File: config.mk
export PLATFORM = sky130hd
export DESIGN_NAME = symbol_clock_recovery_dll_unit
export DESIGN_NICKNAME = d
export VERILOG_FILES = /design/src/design/scrdll_pkg.sv /design/src/design/scrdll_cfg_regs.sv /design/src/design/scrdll_phase_loop.sv /design/src/design/symbol_clock_recovery_dll_unit.sv
export VERILOG_INCLUDE_DIRS = /design/src /design/src/design
export SDC_FILE = /design/constraint.sdc
export NUM_CORES = 1
export LEC_CHECK = 0
export BUFFER_PORTS_ARGS = -buffer_cell sky130_fd_sc_hd__buf_2
export CAP_MARGIN = 5
export CORE_UTILIZATION = 45
export DETAILED_ROUTE_END_ITERATION = 16
export PLACE_DENSITY = 0.75
export SETUP_SLACK_MARGIN = 0.02
export SYNTH_ARGS = -nofsm -noshare
export SYNTH_HDL_FRONTEND = slang
export SYNTH_SLANG_ARGS = --single-unit
File: constraint.sdc
create_clock -name clk -period 5.4 [get_ports clk]
set_input_delay 0.27 -clock clk [delete_from_list [all_inputs] [get_ports clk]]
set_output_delay 0.27 -clock clk [all_outputs]
set_load 0.01 [all_outputs]
File: src/design/symbol_clock_recovery_dll_unit_macros.svh
// Assertion macros shared by the symbol clock recovery design files.
// Depends on a clock named clk and an active-low reset named rst_n in the using module.
`ifndef SYMBOL_CLOCK_RECOVERY_DLL_UNIT_MACROS_SVH
`define SYMBOL_CLOCK_RECOVERY_DLL_UNIT_MACROS_SVH

`ifndef NO_ASSERTIONS

// Checks that a property holds at every rising clock edge outside reset.
`define SCRDLL_ASSERT(label, prop, msg) \
    label: assert property (@(posedge clk) disable iff (!rst_n) (prop)) else $error(msg);

// Checks that a condition is never true at a rising clock edge outside reset.
`define SCRDLL_ASSERT_NEVER(label, expr, msg) \
    label: assert property (@(posedge clk) disable iff (!rst_n) !(expr)) else $error(msg);

`else

`define SCRDLL_ASSERT(label, prop, msg)
`define SCRDLL_ASSERT_NEVER(label, expr, msg)

`endif

`endif

File: src/design/scrdll_pkg.sv
// Shared types, widths and register codes for the symbol clock recovery unit.
// No dependencies.
`timescale 1ns / 1ps

package scrdll_pkg;

    localparam int PHASE_BITS_DEFAULT = 15;
    localparam int REG_BITS           = 15;
    localparam int SYMBOL_BITS        = 8;
    localparam int ERROR_BITS         = 16;
    localparam int COUNT_BITS         = 16;
    localparam int CFG_INDEX_BITS     = 1;

    localparam logic [REG_BITS-1:0] PHASE_STEP_RESET   = 15'd2048;
    localparam logic [REG_BITS-1:0] TARGET_PHASE_RESET = 15'd16384;

    localparam logic [CFG_INDEX_BITS-1:0] REG_PHASE_STEP   = 1'd0;
    localparam logic [CFG_INDEX_BITS-1:0] REG_TARGET_PHASE = 1'd1;

    typedef struct packed {
        logic [REG_BITS-1:0] phase_step;
        logic [REG_BITS-1:0] target_phase;
    } scrdll_cfg_t;

    typedef struct packed {
        logic                          capture;
        logic                          edge_seen;
        logic signed [ERROR_BITS-1:0]  phase_error;
        logic [COUNT_BITS-1:0]         samples_since_edge;
    } scrdll_result_t;

endpackage

File: src/design/scrdll_cfg_regs.sv
// Configuration register file: phase step and target phase.
// Depends on scrdll_pkg.
`timescale 1ns / 1ps

module scrdll_cfg_regs
    import scrdll_pkg::*;
(
    input  logic                      clk,
    input  logic                      rst_n,
    input  logic                      cfg_we,
    input  logic [CFG_INDEX_BITS-1:0] cfg_index,
    input  logic [REG_BITS-1:0]       cfg_data,
    output scrdll_cfg_t               cfg
);

    logic [REG_BITS-1:0] phase_step_reg;
    logic [REG_BITS-1:0] target_phase_reg;

    always_ff @(posedge clk or negedge rst_n)
    begin
        if (!rst_n)
        begin
            phase_step_reg   <= PHASE_STEP_RESET;
            target_phase_reg <= TARGET_PHASE_RESET;
        end
        else if (cfg_we)
        begin
            case (cfg_index)
                REG_PHASE_STEP:   phase_step_reg   <= cfg_data;
                REG_TARGET_PHASE: target_phase_reg <= cfg_data;
                default:          ;
            endcase
        end
    end

    assign cfg.phase_step   = phase_step_reg;
    assign cfg.target_phase = target_phase_reg;

endmodule

File: src/design/scrdll_phase_loop.sv
// Phase accumulator loop: edge detection, phase pull, error hold and edge counter.
// Depends on scrdll_pkg and the shared assertion macros.
`timescale 1ns / 1ps
`include "symbol_clock_recovery_dll_unit_macros.svh"

module scrdll_phase_loop
    import scrdll_pkg::*;
#(
    parameter int PHASE_BITS = PHASE_BITS_DEFAULT
)
(
    input  logic                   clk,
    input  logic                   rst_n,
    input  logic                   fire,
    input  logic [SYMBOL_BITS-1:0] symbol_value,
    input  scrdll_cfg_t            cfg,
    output scrdll_result_t         result
);

    // Difference width covers both the accumulator and the 16-bit error.
    localparam int DIFF_BITS = (PHASE_BITS > ERROR_BITS) ? PHASE_BITS : ERROR_BITS;
    // Sum width is one bit above the wider addend so the carry is kept.
    localparam int SUM_BITS  = ((PHASE_BITS > REG_BITS) ? PHASE_BITS : REG_BITS) + 1;

    logic [PHASE_BITS-1:0]        phase_acc_reg,    phase_acc_next;
    logic [SYMBOL_BITS-1:0]       prev_symbol_reg,  prev_symbol_next;
    logic signed [ERROR_BITS-1:0] held_error_reg,   held_error_next;
    logic [COUNT_BITS-1:0]        edge_counter_reg, edge_counter_next;

    logic                         edge_hit;
    logic [DIFF_BITS-1:0]         diff;
    logic signed [ERROR_BITS-1:0] err;
    logic signed [ERROR_BITS-1:0] adj;
    logic [DIFF_BITS-1:0]         pulled;
    logic [PHASE_BITS-1:0]        phase_base;
    logic [SUM_BITS-1:0]          sum;

    always_comb
    begin
        edge_hit = (symbol_value != prev_symbol_reg);

        diff = DIFF_BITS'(phase_acc_reg) - DIFF_BITS'(cfg.target_phase);
        err  = $signed(diff[ERROR_BITS-1:0]);
        // Arithmetic shift rounds toward minus infinity.
        adj  = err >>> 1;
        pulled = DIFF_BITS'(phase_acc_reg) - DIFF_BITS'(adj);

        phase_base = edge_hit ? pulled[PHASE_BITS-1:0] : phase_acc_reg;
        sum = SUM_BITS'(phase_base) + SUM_BITS'(cfg.phase_step);

        phase_acc_next    = sum[PHASE_BITS-1:0];
        prev_symbol_next  = symbol_value;
        held_error_next   = edge_hit ? err : held_error_reg;
        edge_counter_next = edge_hit ? COUNT_BITS'(1) : (edge_counter_reg + COUNT_BITS'(1));

        result.capture            = (sum[SUM_BITS-1:PHASE_BITS] != '0);
        result.edge_seen          = edge_hit;
        result.phase_error        = held_error_next;
        result.samples_since_edge = edge_counter_next;
    end

    always_ff @(posedge clk or negedge rst_n)
    begin
        if (!rst_n)
        begin
            phase_acc_reg    <= '0;
            prev_symbol_reg  <= '0;
            held_error_reg   <= '0;
            edge_counter_reg <= '0;
        end
        else if (fire)
        begin
            phase_acc_reg    <= phase_acc_next;
            prev_symbol_reg  <= prev_symbol_next;
            held_error_reg   <= held_error_next;
            edge_counter_reg <= edge_counter_next;
        end
    end

    `SCRDLL_ASSERT(a_edge_restarts_count, (fire && edge_hit) |=> (edge_counter_reg == COUNT_BITS'(1)), "edge did not restart the sample count")
    `SCRDLL_ASSERT(a_count_advances, (fire && !edge_hit) |=> (edge_counter_reg == COUNT_BITS'($past(edge_counter_reg) + COUNT_BITS'(1))), "sample count did not advance by one")
    `SCRDLL_ASSERT(a_state_holds_idle, !fire |=> ($stable(phase_acc_reg) && $stable(prev_symbol_reg) && $stable(held_error_reg)), "loop state moved without an item")

endmodule

File: src/design/symbol_clock_recovery_dll_unit.sv
// Path: an accepted item passes through the input register and then the result register.
// Throughput: one item per cycle while the output is not stalled; the phase accumulator, edge check and
// pull all settle in the add, subtract and compare logic between the input and result registers.
// Reset: asynchronous, active low; clears the loop state and valid flags and returns
// phase_step to 2048 and target_phase to 16384.
// Depends on scrdll_pkg, scrdll_cfg_regs, scrdll_phase_loop and the assertion macros.
`timescale 1ns / 1ps
`include "symbol_clock_recovery_dll_unit_macros.svh"

module symbol_clock_recovery_dll_unit
    import scrdll_pkg::*;
#(
    parameter int PHASE_BITS = PHASE_BITS_DEFAULT
)
(
    input  logic                         clk,
    input  logic                         rst_n,

    // Configuration write port.
    input  logic                         cfg_we,
    input  logic [CFG_INDEX_BITS-1:0]    cfg_index,
    input  logic [REG_BITS-1:0]          cfg_data,

    // Input symbol channel.
    input  logic                         symbol_valid,
    output logic                         symbol_stall,
    input  logic [SYMBOL_BITS-1:0]       symbol_value,

    // Result channel.
    output logic                         result_valid,
    input  logic                         result_stall,
    output logic                         capture,
    output logic                         edge_seen,
    output logic signed [ERROR_BITS-1:0] phase_error,
    output logic [COUNT_BITS-1:0]        samples_since_edge
);

    // The design is a two-register pipeline. An accepted item first lands in the
    // input register. When the result register is empty, or its item is being taken
    // in the same cycle, the phase loop processes the held item, updates its state
    // and the result is written to the result register. The input register is freed
    // in that same cycle, so a new item can be accepted while a finished result
    // still waits at the output.

    scrdll_cfg_t            cfg;
    scrdll_result_t         loop_result;

    logic                   in_valid_reg;
    logic [SYMBOL_BITS-1:0] in_symbol_reg;
    logic                   out_valid_reg;
    scrdll_result_t         out_result_reg;

    logic                   fire;
    logic                   in_take;

    // The loop may step when there is an item held and the result register has room.
    assign fire         = in_valid_reg && (!out_valid_reg || !result_stall);
    assign symbol_stall = in_valid_reg && !fire;
    assign in_take      = symbol_valid && !symbol_stall;

    scrdll_cfg_regs u_cfg_regs
    (
        .clk       (clk),
        .rst_n     (rst_n),
        .cfg_we    (cfg_we),
        .cfg_index (cfg_index),
        .cfg_data  (cfg_data),
        .cfg       (cfg)
    );

    scrdll_phase_loop #(
        .PHASE_BITS (PHASE_BITS)
    ) u_phase_loop
    (
        .clk          (clk),
        .rst_n        (rst_n),
        .fire         (fire),
        .symbol_value (in_symbol_reg),
        .cfg          (cfg),
        .result       (loop_result)
    );

    // Valid flags carry reset; the payload registers do not need it.
    always_ff @(posedge clk or negedge rst_n)
    begin
        if (!rst_n)
        begin
            in_valid_reg  <= 1'b0;
            out_valid_reg <= 1'b0;
        end
        else
        begin
            if (in_take)
            begin
                in_valid_reg <= 1'b1;
            end
            else if (fire)
            begin
                in_valid_reg <= 1'b0;
            end

            if (fire)
            begin
                out_valid_reg <= 1'b1;
            end
            else if (!result_stall)
            begin
                out_valid_reg <= 1'b0;
            end
        end
    end

    always_ff @(posedge clk)
    begin
        if (in_take)
        begin
            in_symbol_reg <= symbol_value;
        end
        if (fire)
        begin
            out_result_reg <= loop_result;
        end
    end

    assign result_valid       = out_valid_reg;
    assign capture            = out_result_reg.capture;
    assign edge_seen          = out_result_reg.edge_seen;
    assign phase_error        = out_result_reg.phase_error;
    assign samples_since_edge = out_result_reg.samples_since_edge;

    // Input is held back only when both registers are full and the output is stalled.
    `SCRDLL_ASSERT(a_stall_only_when_full, symbol_stall |-> (in_valid_reg && out_valid_reg && result_stall), "input stalled with room in the pipeline")
    // A result appears only after a held item has been processed.
    `SCRDLL_ASSERT(a_result_from_item, $rose(result_valid) |-> $past(in_valid_reg), "result appeared without a held item")
    // A waiting result is never overwritten while it is still stalled.
    `SCRDLL_ASSERT_NEVER(a_no_overwrite, fire && out_valid_reg && result_stall, "stalled result overwritten")

endmodule
Word-level counts from Yosys, hierarchy flattened
Cells that the tools add are included.
Storage, ports and cells
  flip-flop bits (word level): 129
  input bits: 29
  word-level logic and storage cells: 38
Cells by class
  reductions and logical operators: 11
  bitwise operators: 1
  mux-type cells: 7
  add/subtract/negate cells: 4
  equal/unequal tests: 2
Operator list (number)
  2-to-1 mux 16 bit: 2
  adder 15 x 15 -> 16 bit: 1
  adder 16 x 1 -> 16 bit (second input constant): 1
  subtractor 15 x 15 -> 16 bit: 1
  2-to-1 mux 15 bit: 1
  subtractor 15 bit: 1
  inequality test 8 bit: 1
  logical NOT 1 bit: 4
  2-to-1 mux 1 bit: 4
  AND reduction 2 bit: 2
  logical AND 1 bit: 3
  inequality test 2 x 1 -> 1 bit (second input constant): 1
  nonzero test 2 bit: 1
  logical OR 1 bit: 1
  inverter 1 bit: 1

Longest topological paths before layout
Gate-level depths: netlist of the first run.
  depth after elaboration: 8
  gate-level depth with buffers: 26
  mapped depth without buffers: 26

Modules after synthesis
Synthesis of the first run repeated with hierarchy kept, for this count alone.
Second synthesis, totals
  cells, all modules: 660
  area total of the unflattened synthesis: 7372.1 µm²
By module, submodules not included
  scrdll_phase_loop: cells each 545, times used 1, area an instance 4840.9 µm²
  symbol_clock_recovery_dll_unit: cells each 50, times used 1, area an instance 1353.8 µm²
  scrdll_cfg_regs: cells each 65, times used 1, area an instance 1177.4 µm²

Worst setup path after synthesis of the first run
OpenSTA, ideal clock, no wires.
  path type: register to register
  start point: register u_phase_loop.phase_acc_reg[0]
  end point: register out_result_reg, in the netlist capture, data pin
  buffers on the path: 0
  cell stages (with the launch flop): 24
  data arrival time: 4.774 ns
  path slack: 0.480 ns
  library setup time: 0.147 ns
  period minus slack after synthesis: 4.920 ns
  cell sequence: dfrtp_1 > inv_1 > ha_1 > inv_1 > fa_1 > a21o_1 > a2111oi_4 > xnor2_1 > inv_1 > ha_1 > or3_1 > o21ai_0 > a21oi_1 > nor2_1 > a221oi_2 > or3b_2 > xnor2_1 > ha_1 > nor2b_1 > a31oi_1 > a211o_1 > o21ai_0 > a21oi_1 > o21bai_1
RTL lines
  start, declared: line scrdll_phase_loop.sv:25  | logic [PHASE_BITS-1:0] phase_acc_reg, phase_acc_next;
  start signal, assigned: line scrdll_phase_loop.sv:73  | phase_acc_reg <= phase_acc_next;
  end signal, assigned: line symbol_clock_recovery_dll_unit.sv:121  | out_result_reg <= loop_result;
  end, declared: line symbol_clock_recovery_dll_unit.sv:51  | scrdll_result_t out_result_reg;

Worst setup path in the final report of the first run
  start point: register u_phase_loop.phase_acc_reg[1]
  end point: register u_phase_loop.phase_acc_reg[13]
On the way
  word-level cells in the longest chain between the ends: 4
Ends and longest elaborated chain
  subtractor 15 x 15 -> 16 bit: line scrdll_phase_loop.sv:42  | diff = DIFF_BITS'(phase_acc_reg) - DIFF_BITS'(cfg.target_phase);
  subtractor 15 bit: line scrdll_phase_loop.sv:46  | pulled = DIFF_BITS'(phase_acc_reg) - DIFF_BITS'(adj);
  2-to-1 mux 15 bit (*): line scrdll_phase_loop.sv:48  | phase_base = edge_hit ? pulled[PHASE_BITS-1:0] : phase_acc_reg;
  adder 15 x 15 -> 16 bit (*): line scrdll_phase_loop.sv:49  | sum = SUM_BITS'(phase_base) + SUM_BITS'(cfg.phase_step);
Every way passes the cells marked *; elsewhere a longest branch is shown, timed or not.
A chain may end at the register's enable or synchronous reset.

==> results of run 1 <==
[what timing repair did]
action,4_1_cts,5_1_grt
buffers inserted,0,5
gates resized for setup,0,21
endpoints found under the setup margin,0,7
hold buffers,3,0
endpoints found under the hold margin,21,0
[final cells by class]
cell class                 instances  share of cell area (%)
tap                              216                    3.15
clock buffer                      22                    5.29
clock inverter                    10                    1.87
inverter                          45                    1.97
sequential                       129                    40.1
multi-input combinational        525                    42.5
timing repair buffer              79                    5.16
[cell families after synthesis]
logic type | count (synthesis)
AO/OA/AOI/OAI | 150
XOR/XNOR | 55
adder cells (fa/ha/maj) | 47
buffers and inverters | 68
flip-flops | 129
multiplexers | 36
AND/OR/NAND/NOR | 237
[layout by cell type, fill, tap and decap left out, types with 4 or more instances in the layout]
cell and n:
sky130_fd_sc_hd__clkbuf_1 4, sky130_fd_sc_hd__buf_2 63, sky130_fd_sc_hd__edfxtp_1 42, sky130_fd_sc_hd__inv_1 42
sky130_fd_sc_hd__o21ai_1 7, sky130_fd_sc_hd__o21ai_0 29, sky130_fd_sc_hd__nor2b_1 4, sky130_fd_sc_hd__o21a_1 4
sky130_fd_sc_hd__clkbuf_16 17, sky130_fd_sc_hd__nand3_1 13, sky130_fd_sc_hd__nand2b_1 4, sky130_fd_sc_hd__nor3_1 6
sky130_fd_sc_hd__buf_4 13, sky130_fd_sc_hd__o31ai_1 16, sky130_fd_sc_hd__dfrtp_1 84, sky130_fd_sc_hd__nand2_1 127
sky130_fd_sc_hd__and3_1 7, sky130_fd_sc_hd__nor2_1 47, sky130_fd_sc_hd__bufinv_16 4, sky130_fd_sc_hd__a21oi_1 29
sky130_fd_sc_hd__a211o_1 5, sky130_fd_sc_hd__mux2_2 36, sky130_fd_sc_hd__a21o_1 16, sky130_fd_sc_hd__xnor2_1 25
sky130_fd_sc_hd__o211ai_1 4, sky130_fd_sc_hd__o21bai_1 5, sky130_fd_sc_hd__xor2_1 29, sky130_fd_sc_hd__ha_1 40
[final timing paths]
path	endpoint	slack (ns)	cells after the start
setup / recovery	u_phase_loop.phase_acc_reg[13]	0.23	24
hold / removal	in_symbol_reg[3]	0.03	1
setup reg to reg	u_phase_loop.phase_acc_reg[13]	0.23	24
hold reg to reg	u_phase_loop.held_error_reg[1]	0.48	2
max in group asynchronous	u_phase_loop.phase_acc_reg[1]	3.93	3
min in group asynchronous	u_phase_loop.edge_counter_reg[5]	0.29	2
[per-layer routing]
layer / wire length [um] / track usage (%) / vias up
met3: 524 / 5.08 / 11
met4: 121 / 5.74 / 0
met2: 7130 / 30.7 / 93
met5: 0 / 0 / -
met1: 7190 / 26.1 / 2533
li1: - / - / 2683
[critical path, stage by stage, from the launching register on]
cell and delay, ns:
sky130_fd_sc_hd__dfrtp_2 0.43, sky130_fd_sc_hd__ha_1 0.28, sky130_fd_sc_hd__nor2b_1 0.16, sky130_fd_sc_hd__o31a_1 0.28, sky130_fd_sc_hd__o21ai_1 0.13, sky130_fd_sc_hd__nand2b_1 0.10, sky130_fd_sc_hd__a21o_1 0.18, sky130_fd_sc_hd__a21oi_1 0.18
sky130_fd_sc_hd__xnor2_1 0.16, sky130_fd_sc_hd__inv_1 0.07, sky130_fd_sc_hd__ha_2 0.19, sky130_fd_sc_hd__or3_1 0.39, sky130_fd_sc_hd__o21ai_2 0.10, sky130_fd_sc_hd__a21oi_1 0.09, sky130_fd_sc_hd__nor2_2 0.18, sky130_fd_sc_hd__a221oi_2 0.06
sky130_fd_sc_hd__or3b_2 0.47, sky130_fd_sc_hd__xnor2_1 0.14, sky130_fd_sc_hd__ha_1 0.37, sky130_fd_sc_hd__nor2b_2 0.18, sky130_fd_sc_hd__a31oi_1 0.06, sky130_fd_sc_hd__a211o_1 0.36, sky130_fd_sc_hd__o21ai_2 0.18, sky130_fd_sc_hd__xnor2_1 0.14
sky130_fd_sc_hd__o21ai_0 0.10
[through the flow]
step / cells / utilization (%) / setup WS [ns] / hold slack, ns / instance area, um^2
after CTS: 1021 / 53.4 / 0.0607 / 0.000345 / 8490
after global routing: 1026 / 54.0 / -0.0473 / 0.00119 / 8580
after global placement: 986 / 49.4 / 0.277 / 0.180 / 7840
after detailed placement: 986 / 49.4 / 0.138 / 0.183 / 7840
after floorplan: 722 / - / 0.480 / -0.0256 / 7300
final: 1026 / 54.0 / 0.229 / 0.0268 / 8580
==> out/summary.md, run 1 <==
The flow ran to the end, and the final reports show no timing, DRC or antenna violations. Largest fanout on the critical path: 5. The worst setup path is captured at a register.

After synthesis, the cell types taking the most area are sky130_fd_sc_hd__dfrtp_1, sky130_fd_sc_hd__edfxtp_1, sky130_fd_sc_hd__ha_1, sky130_fd_sc_hd__nand2_1, sky130_fd_sc_hd__mux2_2. For the pin with the worst max-slew slack, the measured transition is 0.861 ns. Pin count of the biggest net entering global routing: 71. The clock skew was 0.00516 ns. The number of antenna diodes in the final layout is 0. The row count is 46, and the sum of negative setup slack is 0 ns. The detailed placer's ending HPWL was 10.2 mm. The maximum level of the CTS H-tree was 4.

The most critical setup path has its startpoint at u_phase_loop.phase_acc_reg[1]. Relative to the synthesized area, the layout overhead comes to 17.6%. Synthesis inferred 129 register bits. The fraction of the mapped netlist area in simple logic gates came out at 14.3%. In the synthesized netlist the async set-or-reset flop fraction comes to 67.4%. Input and output buffers added on the ports amount to 64. The logs give 0.00364 mm^2 for the area of combinational cells with multiple inputs and 19.4% for the global-route total usage across every layer. The tools report the overflow left after global routing as 0. The tools report the die area as 0.0167 mm^2.

The data required time of the critical path was 5.66 ns; the area share of the largest cell type after synthesis was 29.1%. Setup violations remaining at the end of the flow were counted as 0. The tools report the total I/O pin count as 65. The setup path with the least slack is of type register to register. For the max-cap violation count, the log shows 0. Yosys printed 0 warnings.

The vertical die dimension was 129 um. The final layout contains routed wiring with a total length of 15.0 mm. Of the cells placed in the final design, the portion with a size suffix greater than 1 is 22.3%. Type of the tightest min-delay check: primary input to register. Headroom to the max-slew limit came out at 42.6%. Combined flip-flop and latch cell area: 0.00344 mm^2.

The shortest clock period the worst path allows after layout is 5.17 ns. By instance count, the leading cell after synthesis is sky130_fd_sc_hd__nand2_1. Number of distinct library cells after synthesis: 68. The net total in the final layout was 872.

Type of element launching the critical path: a register. The run gives 0 as the total count of max-transition violations in the final report. Yosys mapped a number of flops with a built-in enable equal to 42.

The die is 129 um wide. Dividing the detail-routed wire length by the instance count gives 14.6 um. TritonCTS built the clock tree.

The portion of synthesized area spent on multiplexers is 5.56%. Summing every instance area after synthesis gives 0.00730 mm^2. The gate count of the mapped netlist was 722; the fraction of the mapped netlist area in adder cells was 8.35%.

The number of antenna violations at the first check in global routing was 0. Top cell type by total area after synthesis: sky130_fd_sc_hd__dfrtp_1. The worst hold path begins at symbol_value[3]. The tools report the maximum achievable frequency as 0.193 GHz. For the iteration count of the initial detailed-routing pass, the log shows 5. The tree is rooted in a sky130_fd_sc_hd__clkbuf_16. In this run the critical register-to-register path is launched from u_phase_loop.phase_acc_reg[1].

The core region is 0.0159 mm^2. The compound-cell area share of the yosys netlist came out at 14.2%. The clock insertion delay at the later pin of the skew report was 0.42 ns; the number of DRC violations after detailed-routing iteration 0 was 397. The maximum buffer depth of the clock tree came out at 2. In the synthesized netlist the dominant register cell turns out to be sky130_fd_sc_hd__dfrtp_1. Counting every sink on the clock net gives 129.

The TritonCTS buffer count was 17; the clock transition at the registers of the reported paths was 0.06 ns. Via count of the first global-routing pass: 5119. Of the synthesized area, sequential elements account for 47.2%. The xor/xnor cell area share of the yosys netlist was 6.70%; the average size of a mapped cell was 10.1 um^2.

In the finished design, the share of the clock period the worst path needs comes to 95.8%. The tools report the number of failing hold endpoints at the final stage as 0. Data on the critical path arrives at its endpoint at 5.43 ns.

The remaining number of nets flagged by the antenna check after routing is 0, and the via total after detailed routing is 5320. Dividing the detail-routed via count by the number of cells gives 5.19. For the count of unresolved DRC violations after routing, the log shows 0.

The first-pass GRT wire length came out at 25.0 mm. The layout has 1421 filler cells. For the initial standard-cell utilization of the core, the log shows 45.9%.

After synthesis, the most frequently instantiated cells are sky130_fd_sc_hd__nand2_1, sky130_fd_sc_hd__dfrtp_1, sky130_fd_sc_hd__nor2_1, sky130_fd_sc_hd__inv_1, sky130_fd_sc_hd__ha_1. The congestion estimate from routability-driven global placement came to 0.829. The net count after synthesis was 797. The largest family of logic cells by synthesized area is simple AND/OR/NAND/NOR gates.
Power of run 1 is not shown: default switching activity piles up to over one toggle a cycle in this logic, so the estimate is an artifact.
==> run 2, diff against run 1 <==
--- a/config.mk
+++ b/config.mk
@@ -11,6 +11,7 @@
 export CORE_UTILIZATION = 45
 export DETAILED_ROUTE_END_ITERATION = 16
 export PLACE_DENSITY = 0.75
+export REMOVE_ABC_BUFFERS = 1
 export SETUP_SLACK_MARGIN = 0.02
 export SYNTH_ARGS = -nofsm -noshare
 export SYNTH_HDL_FRONTEND = slang
==> run 2 against run 1 <==
Against the previous run:
- non-clock buffer count down 4
- sequential share of layout area barely moved
- global-route usage down 0.68 points
- count of clock-buffer cells in the layout increased by 1
- via count shrank 0.21%
- critical path depth increased by 1
- cell count decreased by 0.39%
- clock skew grew 0.0089 ns
- final area barely moved
- setup slack got worse by 0.076 ns
- utilization barely moved
- worst hold slack lost 0.0033 ns
- critical endpoint is now u_phase_loop.phase_acc_reg[14]
- largest cell class unchanged
==> out/summary.md, run 2 (synthesis results as in run 1) <==
The run finished with clean final reports. The relative slew slack was 47.1% (+4.5 points); the die area was 0.0167 mm^2 (unchanged). The logs give 0 (unchanged) for the total count of max-transition violations in the final report and 54.1% (about the same) for the utilization after layout. The run gives 5.56 ns (+0.13 ns) as the arrival time of the worst setup path. The stage delay of the slowest cell on the critical path came out at 0.35 ns (-0.12 ns). The number of failing hold endpoints at the final stage was 0 (unchanged).

Critical setup path kind: register to register. Average vias per placed instance: 5.19 (+0.18%). TritonCTS built the clock tree.

The row count is 46 (unchanged). The TritonCTS sink count came out at 129 (unchanged). The logs give 319 (-20%) for the number of DRC violations after detailed-routing iteration 0 and 5131 (+0.23%) for the via count of the first global-routing pass. The clock insertion delay at the later pin of the skew report was 0.43 ns (about the same); the clock skew was 0.0140 ns (+0.00885 ns). The endpoint identified for the worst register-to-register timing path is u_phase_loop.phase_acc_reg[14].

The logs give 4.75% (-0.33 points) for the met3 track demand over resource and 0 (unchanged) for the antenna diode count. Total I/O pin count: 65 (unchanged). The library cells used most frequently in the layout, excluding fill and tap cells, are sky130_fd_sc_hd__nand2_1, sky130_fd_sc_hd__dfrtp_1, sky130_fd_sc_hd__buf_2.

The count of unresolved DRC violations after routing is 0 (unchanged). The logs give 71 (unchanged) for the pin count of the biggest net entering global routing and 0.867 (+4.7%) for the global placement routability congestion. The final non-filler cell total was 1022 (-0.39%); the global-route total usage across every layer was 18.7% (-0.68 points).

The kind of cell adding the most delay to the critical path was compound AO/OA/AOI/OAI gates. The horizontal die dimension is 129 um (unchanged). After global routing, the most crowded layer is met2.

The area growth from synthesis to layout came out at 17.7% (about the same). The largest fanout on the critical path was 4 (-1); the global-route met1 utilization was 23.5% (-2.6 points). The shortest clock period the worst path allows after layout came out at 5.25 ns (+0.0755 ns). The type of the tightest min-delay check was primary input to register. The tools report the placeable core region as 0.0159 mm^2 (unchanged). The startpoint identified for the worst hold timing path is symbol_value[4]. The critical path endpoint category is a register. The via total after detailed routing is 5309 (-0.21%), and the maximum achievable frequency is 0.191 GHz (-1.4%). The port buffer count is 64 (unchanged), and the TritonCTS buffer count is 17 (unchanged). The run gives 0 (unchanged) as the total setup violations reported at the end of the flow. The tree is rooted in a sky130_fd_sc_hd__clkbuf_16. The logs give 0 (unchanged) for the overflow left after global routing and 0 (unchanged) for the remaining number of nets flagged by the antenna check after routing. For the data required time of the critical path, the log shows 5.71 ns (+0.05 ns).

The area of combinational cells with multiple inputs was 0.00366 mm^2 (+0.51%). The placed cell count was 987 (+0.10%). The clock transition at the registers of the reported paths is 0.05 ns (about the same), and the maximum level of the CTS H-tree is 4 (unchanged). The transition time at the pin with the least slew margin is 0.794 ns (-0.0670 ns), and the max-cap violation count is 0 (unchanged).

The tools report the type of element launching the critical path as a register. For the net total in the final layout, the log shows 868 (-0.46%). Initial standard-cell utilization of the core: 45.9% (unchanged).

The tools report the critical register-to-register path startpoint as u_cfg_regs.target_phase_reg[1]. The vertical die dimension was 129 um (unchanged); the met2 usage in global routing was 30.5% (-0.25 points). The depth of the worst register-to-register path was 25 (+4.2%); the number of buffers and inverters on the critical path was 3 (+2). The post-detailed-route wirelength per cell was 14.5 um (-0.40%). The most common cell after layout, fill and taps aside is sky130_fd_sc_hd__nand2_1.

The largest individual stage delay along the critical path comes from the cell sky130_fd_sc_hd__dfrtp_1. The minimum setup slack among reg-to-reg paths is 0.15 ns (-0.08 ns). The maximum buffer depth of the clock tree was 2 (unchanged).

The tools report the combined flip-flop and latch cell area as 0.00344 mm^2 (about the same). Count of filler cells inserted in the layout: 1379 (-3.0%). The worst setup path startpoint was u_cfg_regs.target_phase_reg[1]. The total wire length after detailed routing was 14.8 mm (-0.79%); the share of post-route cells with drive strength above 1 was 21.8% (-0.51 points). The final worst-path cycle share is 97.2% (+1.4 points). Count of cells along the worst hold path: 1 (unchanged). The number of antenna violations at the first check in global routing is 0 (unchanged).

Endpoint of the worst hold-timing path: in_symbol_reg[4]. The logs give 4 (-1) for the iteration count of the initial detailed-routing pass and 24.2 mm (-3.0%) for the first-pass GRT wire length. The detailed placer's ending HPWL was 10.0 mm (-1.2%).
==> run 2: stage by stage <==
stage	TNS [ns]	cell area (um^2)	hold WS, ns	setup slack, ns
after detailed placement	0	7850	0.216	0.0335
final	0	8590	0.0235	0.153
after global placement	0	7850	0.214	0.235
after floorplan	0	7190	-0.0256	0.433
after CTS	0	8500	0.00404	0.0918
after global routing	-0.432	8590	0.00878	-0.147
==> run 2: worst max path at each step <==
| stage | cells after the start | end |
|---|---|---|
| 5_1_grt | 26 | u_phase_loop.phase_acc_reg[14] |
| 4_1_cts | 24 | u_phase_loop.phase_acc_reg[14] |
| 6_report | 25 | u_phase_loop.phase_acc_reg[14] |
| 3_3_place_gp | 23 | u_phase_loop.phase_acc_reg[13] |
| 2_1_floorplan | 23 | u_phase_loop.phase_acc_reg[13] |
| 3_5_place_dp | 23 | u_phase_loop.phase_acc_reg[13] |
==> run 2: routing by layer <==
metal	vias up	wire length [um]
li1	2682	-
met1	2497	6730
met2	108	7230
met3	22	600
met4	0	287
met5	-	0
==> run 2: repair_timing <==
action,4_1_cts,5_1_grt
resized for setup,1,20
buffers inserted,0,2
hold buffers,1,0
endpoints found under the setup margin,2,7
hold endpoints to repair,26,0
pin swaps,0,8
==> run 2: final cells by class <==
class	instances	share of cell area (%)
sequential	129	40.1
tap	216	3.15
multi-input combinational	525	42.7
timing repair buffer	75	4.75
inverter	45	1.97
clock buffer	23	5.33
clock inverter	9	2.10
Power of run 2 is left out for the same reason.
